$ cat src/design/mecanum_wheel_mix_desaturate_macros.svh
`ifndef MECANUM_WHEEL_MIX_DESATURATE_MACROS_SVH
`define MECANUM_WHEEL_MIX_DESATURATE_MACROS_SVH

// Check that a condition holds at every edge out of reset
`define MWMD_ASSERT_ALWAYS(name, cond) \
  name: assert property (@(posedge clk) disable iff (rst) (cond)) \
    else $error("check failed");

// Check that a condition in one cycle implies another in the next cycle
`define MWMD_ASSERT_NEXT(name, ante, cons) \
  name: assert property (@(posedge clk) disable iff (rst) (ante) |=> (cons)) \
    else $error("check failed");

`endif

$ cat src/design/mwmd_pkg.sv
`timescale 1ns / 1ps
`default_nettype none
package mwmd_pkg;

  localparam int SPEED_WIDTH     = 16;
  localparam int RATE_WIDTH      = 24;
  localparam int GAIN_WIDTH      = 24;
  localparam int STRAFE_WIDTH    = 23;
  localparam int LIMIT_WIDTH     = 23;
  localparam int MIX_SHIFT       = 12;
  localparam int WHEELS          = 4;
  localparam int PROD_WIDTH      = GAIN_WIDTH + SPEED_WIDTH;
  localparam int SUM_WIDTH       = PROD_WIDTH + 2;
  localparam int SHIFT_WIDTH     = SUM_WIDTH - MIX_SHIFT;
  localparam int MAG_WIDTH       = RATE_WIDTH;
  localparam int NUM_WIDTH       = MAG_WIDTH + LIMIT_WIDTH;
  localparam int QUO_WIDTH       = LIMIT_WIDTH;
  localparam int CFG_INDEX_WIDTH = 3;
  localparam int CFG_DATA_WIDTH  = 24;
  localparam int MQ_DEPTH        = 4;
  localparam int MQ_PTR_WIDTH    = 2;
  localparam int OQ_DEPTH        = 32;
  localparam int OQ_PTR_WIDTH    = 5;

  typedef enum logic [CFG_INDEX_WIDTH-1:0] {
    REG_FORWARD_GAIN = 3'd0,
    REG_STRAFE_GAIN  = 3'd1,
    REG_YAW_GAIN     = 3'd2,
    REG_WHEEL_LIMIT  = 3'd3,
    REG_GEOMETRY_OK  = 3'd4
  } cfg_reg_t;

  typedef logic signed [RATE_WIDTH-1:0] rate_t;
  typedef logic [MAG_WIDTH-1:0] mag_t;

  typedef struct packed {
    logic signed [GAIN_WIDTH-1:0] forward_gain;
    logic [STRAFE_WIDTH-1:0]      strafe_gain;
    logic signed [GAIN_WIDTH-1:0] yaw_gain;
    logic [LIMIT_WIDTH-1:0]       wheel_limit;
    logic                         geometry_ok;
  } cfg_t;

  typedef struct packed {
    rate_t [WHEELS-1:0] rate;
    mag_t [WHEELS-1:0]  mag;
    mag_t               largest;
    logic               scaled;
    logic               invalid;
  } mix_word_t;

  typedef struct packed {
    rate_t [WHEELS-1:0] rate;
    logic               was_scaled;
    logic               invalid_setup;
  } result_word_t;

endpackage
`default_nettype wire

$ cat src/design/mwmd_front.sv
`timescale 1ns / 1ps
`default_nettype none
module mwmd_front (
  input  wire                                        clk,
  input  wire                                        rst,
  input  mwmd_pkg::cfg_t                             cfg,
  input  wire                                        in_valid,
  input  wire logic signed [mwmd_pkg::SPEED_WIDTH-1:0] forward_speed,
  input  wire logic signed [mwmd_pkg::SPEED_WIDTH-1:0] strafe_speed,
  input  wire logic signed [mwmd_pkg::SPEED_WIDTH-1:0] yaw_rate,
  output logic                                       out_valid,
  output mwmd_pkg::mix_word_t                        out_word
);
  import mwmd_pkg::*;

  localparam logic signed [SHIFT_WIDTH-1:0] SAT_HI =
    SHIFT_WIDTH'((64'sd1 <<< (RATE_WIDTH - 1)) - 64'sd1);
  localparam logic signed [SHIFT_WIDTH-1:0] SAT_LO = ~SAT_HI;

  logic                           v1, v2;
  logic                           inv1, inv2;
  logic signed [PROD_WIDTH-1:0]   fx, sy, yw;
  rate_t                          rate2 [WHEELS];
  logic signed [SUM_WIDTH-1:0]    sum   [WHEELS];
  logic signed [SHIFT_WIDTH-1:0]  shd   [WHEELS];
  rate_t                          sat   [WHEELS];
  mag_t                           mag   [WHEELS];
  mag_t                           max01, max23, largest;

  // Mix the three products per wheel, floor to rate format and saturate
  always_comb begin
    sum[0] = SUM_WIDTH'(fx) + SUM_WIDTH'(sy) - SUM_WIDTH'(yw);
    sum[1] = SUM_WIDTH'(fx) - SUM_WIDTH'(sy) + SUM_WIDTH'(yw);
    sum[2] = SUM_WIDTH'(fx) - SUM_WIDTH'(sy) - SUM_WIDTH'(yw);
    sum[3] = SUM_WIDTH'(fx) + SUM_WIDTH'(sy) + SUM_WIDTH'(yw);
    for (int k = 0; k < WHEELS; k++) begin
      shd[k] = SHIFT_WIDTH'(sum[k] >>> MIX_SHIFT);
      if (shd[k] > SAT_HI) begin
        sat[k] = RATE_WIDTH'(SAT_HI);
      end else if (shd[k] < SAT_LO) begin
        sat[k] = RATE_WIDTH'(SAT_LO);
      end else begin
        sat[k] = RATE_WIDTH'(shd[k]);
      end
    end
  end

  // Take magnitudes and find the largest
  always_comb begin
    for (int k = 0; k < WHEELS; k++) begin
      mag[k] = rate2[k][RATE_WIDTH-1] ? MAG_WIDTH'(-rate2[k]) : MAG_WIDTH'(rate2[k]);
    end
    max01   = (mag[0] > mag[1]) ? mag[0] : mag[1];
    max23   = (mag[2] > mag[3]) ? mag[2] : mag[3];
    largest = (max01 > max23) ? max01 : max23;
  end

  // Advance valid bits
  always_ff @(posedge clk) begin
    if (rst) begin
      v1        <= 1'b0;
      v2        <= 1'b0;
      out_valid <= 1'b0;
    end else begin
      v1        <= in_valid;
      v2        <= v1;
      out_valid <= v2;
    end
  end

  // Products, mixed rates, then classified word
  always_ff @(posedge clk) begin
    fx   <= cfg.forward_gain * forward_speed;
    sy   <= $signed({1'b0, cfg.strafe_gain}) * strafe_speed;
    yw   <= cfg.yaw_gain * yaw_rate;
    inv1 <= !cfg.geometry_ok || (cfg.wheel_limit == '0);
    for (int k = 0; k < WHEELS; k++) begin
      rate2[k] <= sat[k];
      out_word.rate[k] <= rate2[k];
      out_word.mag[k]  <= mag[k];
    end
    inv2             <= inv1;
    out_word.largest <= largest;
    out_word.invalid <= inv2;
    out_word.scaled  <= !inv2 && (largest > {1'b0, cfg.wheel_limit});
  end

endmodule
`default_nettype wire

$ cat config.mk
export PLATFORM = sky130hd
export DESIGN_NAME = mwmd_front
export DESIGN_NICKNAME = d
export VERILOG_FILES = /design/src/design/mecanum_wheel_mix_desaturate_macros.svh /design/src/design/mwmd_pkg.sv /design/src/design/mwmd_front.sv
export SDC_FILE = /design/constraint.sdc
export NUM_CORES = 2
export LEC_CHECK = 0
export BUFFER_PORTS_ARGS = -buffer_cell sky130_fd_sc_hd__buf_2
export CORE_MARGIN = 2
export CORE_UTILIZATION = 64
export DETAILED_ROUTE_END_ITERATION = 6
export PLACE_DENSITY = 0.83
export SYNTH_ARGS = -nofsm -noshare
export SYNTH_HDL_FRONTEND = slang
export SYNTH_SLANG_ARGS = --single-unit
export TNS_END_PERCENT = 1
$ cat constraint.sdc
create_clock -name clk -period 28.5 [get_ports clk]
set_clock_uncertainty 0.2 [all_clocks]
set_input_delay 8.55 -clock clk [delete_from_list [all_inputs] [get_ports clk]]
set_output_delay 8.55 -clock clk [all_outputs]
set_load 0.005 [all_outputs]
==> metrics.csv <==
metric;value;unit
outcome;finished, final reports clean;
cts.htree.levels;2;
synthesized_area;64000;um^2
worst-r2r-setup-slack;18.34;ns
core_region_area;98700;um^2
worst-r2r-cell-count;40;
min_path_cells;0;
worst_ep_required_time;28.80;ns
floorplan.die_area;103000;um^2
ys_ff_latch;435;
max_freq;65.0;MHz
drt_iter0_drc;3965;
synth.yosys.warnings;0;
die-height;320;um
setup_viol_count_final;0;
detailed_place_hpwl;140;mm
total_negative_setup_slack;0;ns
main_combinational_cell_family_by_area_after_synthesis;adder cells;
holdCritPathClass;reg -> reg;
timing.final.crit_period;15.38;ns
synthSimpleGateAreaFrac;14.7;%
vias;50079;
worst-path-buf-inv;6;
number_of_antenna_violations_at_the_first_check_in_global_routing;0;
numPortBuffers;364;
synth.avg_cell_area;8.93;um^2
layout-drive-gt1-share;7.05;%
clock_tree.root_cell;sky130_fd_sc_hd__clkbuf_16;
synth_compound_area_share;9.93;%
clock_buffers_created_by_tritoncts;45;
detail_route.vias_per_cell;5.80;
die_width;320;um
cts_post_setup_buffers_inserted;0;
slowest_stage_cell_cp;sky130_fd_sc_hd__a2111oi_0;
clkLatencyLatePin;0.59;ns
max-clock-path-buffers;3;
maximum_number_of_pins_on_one_net_before_global_route_repair;37;
grt_overflow_total;0;
synth_sequential_area_ratio;13.6;%
synth_cell_types;91;
critPathKind;in -> reg;
detail_route.wl_per_cell;19.8;um
final_gp_congestion;0.989;
final_max_slew_viol_count;0;
drcViolationCount;0;
timing.critical_path.arrival;15.67;ns
post_cts_resized;0;
ioPinCount;365;
min_period_over_period;53.9;%
crit-reg2reg-launch;rate2[3][5];
crit_path_max_incr_delay;0.61;ns
fillerInstances;7753;
crit_path_max_fanout;24;
tritoncts;yes;
design.final.nets;9167;
setup.worst_path.start_class;input pin;
timing_worst_slew_pin_value;1.26;ns
post_dp_cell_area;66500;um^2
max_cap_violations;0;
clk_pin_slew;0.06;ns
xor_xnor_share_of_the_synthesized_area;5.40;%
timing.critical_path.max_delay_family;adder cells;
grt_first_pass_wirelength;277;mm
synth_nets;9016;
worst_hold_path.endpoint;inv2;
clock-sinks;435;
cts_hold_repair.buffers;0;
unrepaired_setup_endpoints_after_global_routing;false;
final_core_util;68.9;%
detail_route.wirelength;171;mm
postSynth.asyncResetShare;0;%
synth_fa_ha_area_share;45.7;%
worst_slew_margin_rel;13.6;%
synth-edff-count;0;
post_synth_mux_area_share;0.962;%
first_pass_iters;6;
ant_nets;0;
flow.area_growth_from_synthesis;6.26;%
postSynthCellCount;7165;
timing_hold_violations_final;0;
start_util;64.8;%
r2r-end;out_word[1];
placement_rows;115;
hold_start;inv1;
final_cell_area;68000;um^2
worstSetupEndpointType;flip-flop;
critical_path.most_common_cell;sky130_fd_sc_hd__fa_1;
final.hold.worst_slack;0.143;ns
grtUsageTotal;34.2;%
most_common_flop_cell_mapped_by_yosys;sky130_fd_sc_hd__dfxtp_1;
via_count_of_the_first_global_routing_pass;53367;
how the worst max path moves through the flow:
stage | to | cells past startpoint | start | slack [ns]
6_report | yw[39] | 26 | yaw_rate[1] | 13.12
5_1_grt | yw[39] | 26 | yaw_rate[1] | 12.75
4_1_cts | yw[39] | 26 | yaw_rate[1] | 13.23
3_5_place_dp | yw[39] | 26 | yaw_rate[1] | 12.66
3_3_place_gp | yw[39] | 26 | yaw_rate[1] | 12.81
2_1_floorplan | yw[39] | 27 | yaw_rate[1] | 13.51
through the flow:
stage                     std cells  worst slack [ns]
after floorplan                7165             13.51
after global placement         8556             12.81
after detailed placement       8556             12.66
after CTS                      8638             13.23
after global routing           8638             12.75
final                          8639             13.12
state kept, by name, summed over array words and instances (netlist names):
signal,cells
yw,40
out_valid,1
v2,1
out_word,214
sy,40
v1,1
fx,40
rate2,96
inv2,1
inv1,1
worst register-to-register path: cells and delay by family, from the launching register on:
kind | cells | cell delay (ns)
AND/OR/NAND/NOR | 15 | 3.91
AO/OA/AOI/OAI | 18 | 3.31
adder cells (fa/ha/maj) | 3 | 1.02
buffers and inverters | 3 | 0.71
multiplexers | 1 | 0.52
flip-flops | 1 | 0.36
layer usage:
| metal | global-route usage, % | routed length [um] | vias up |
|---|---|---|---|
| li1 | - | - | 22575 |
| met1 | 41.8 | 64900 | 24635 |
| met2 | 59.2 | 84000 | 2249 |
| met3 | 3.82 | 11600 | 620 |
| met4 | 19.1 | 10900 | 0 |
| met5 | 0 | 0 | - |
cells in the mapped netlist (9+ instances only):
master	instances	share of area, %
sky130_fd_sc_hd__a21oi_1	314	2.5
sky130_fd_sc_hd__a221o_1	9	0.14
sky130_fd_sc_hd__fa_1	1042	33
sky130_fd_sc_hd__clkbuf_1	256	1.5
sky130_fd_sc_hd__o31ai_1	35	0.41
sky130_fd_sc_hd__nor4_1	19	0.19
sky130_fd_sc_hd__a211oi_1	18	0.21
sky130_fd_sc_hd__o41ai_1	21	0.29
sky130_fd_sc_hd__a2111oi_0	9	0.12
sky130_fd_sc_hd__nand2_1	802	4.7
sky130_fd_sc_hd__ha_1	663	13
sky130_fd_sc_hd__or2_2	12	0.12
sky130_fd_sc_hd__a31oi_1	19	0.19
sky130_fd_sc_hd__or4_1	15	0.18
sky130_fd_sc_hd__mux2i_1	27	0.42
sky130_fd_sc_hd__nand4_1	30	0.29
sky130_fd_sc_hd__and2_1	437	4.3
sky130_fd_sc_hd__and4_1	9	0.12
sky130_fd_sc_hd__inv_1	1388	8.1
sky130_fd_sc_hd__a21o_1	131	1.5
sky130_fd_sc_hd__xnor2_1	277	3.8
sky130_fd_sc_hd__nand3_1	54	0.42
sky130_fd_sc_hd__nor2_1	232	1.4
sky130_fd_sc_hd__xor2_1	116	1.6
sky130_fd_sc_hd__nand2b_1	114	1.1
sky130_fd_sc_hd__dfxtp_1	435	14
sky130_fd_sc_hd__o21bai_1	68	0.80
sky130_fd_sc_hd__o21ai_1	10	0.078
sky130_fd_sc_hd__or3_1	33	0.32
sky130_fd_sc_hd__o211ai_1	16	0.19
sky130_fd_sc_hd__nor3_1	57	0.45
sky130_fd_sc_hd__and3_1	21	0.21
sky130_fd_sc_hd__a211o_1	10	0.14
sky130_fd_sc_hd__o21ai_0	225	1.8
sky130_fd_sc_hd__o21a_1	30	0.35
sky130_fd_sc_hd__a31o_2	10	0.14
sky130_fd_sc_hd__mux2_4	17	0.40
sky130_fd_sc_hd__nor2b_1	47	0.46
cell usage in the layout (no fill, tap or decap), types with 68 or more instances in the layout:
cell                       Yosys  layout
sky130_fd_sc_hd__nor2_1      232     232
sky130_fd_sc_hd__nand2_1     802     802
sky130_fd_sc_hd__buf_2         4     364
sky130_fd_sc_hd__inv_1      1388    1388
sky130_fd_sc_hd__dfxtp_1     435     435
sky130_fd_sc_hd__o21ai_0     225     224
sky130_fd_sc_hd__xnor2_1     277     277
sky130_fd_sc_hd__ha_1        663     663
sky130_fd_sc_hd__o21bai_1     68      68
sky130_fd_sc_hd__a21o_1      131     131
sky130_fd_sc_hd__nand2b_1    114     114
sky130_fd_sc_hd__fa_1       1042    1042
sky130_fd_sc_hd__xor2_1      116     116
sky130_fd_sc_hd__a21oi_1     314     314
sky130_fd_sc_hd__and2_1      437     437
final cells by class:
class / instances / area (um^2) / area share [%]
Clock buffer: 57 / 1220 / 1.80
Antenna cell: 1 / 2.50 / 0.00368
Sequential cell: 435 / 8710 / 12.8
Clock inverter: 25 / 334 / 0.491
Timing Repair Buffer: 371 / 1870 / 2.76
Tap cell: 1287 / 1610 / 2.37
Inverter: 1389 / 5210 / 7.67
Multi-Input combinational cell: 5074 / 49000 / 72.1
kinds of logic after synthesis:
group	Yosys count
muxes	52
DFF	435
adders and majority gates	1713
xor gates and xnor gates	394
buffers and inverters	1656
and+or+nand+nor	1912
AOI/OAI and AO/OA	1003
Power is left out: the tool's default activity adds up to more than one toggle a clock period on the data nets, which glitch-free logic cannot reach.
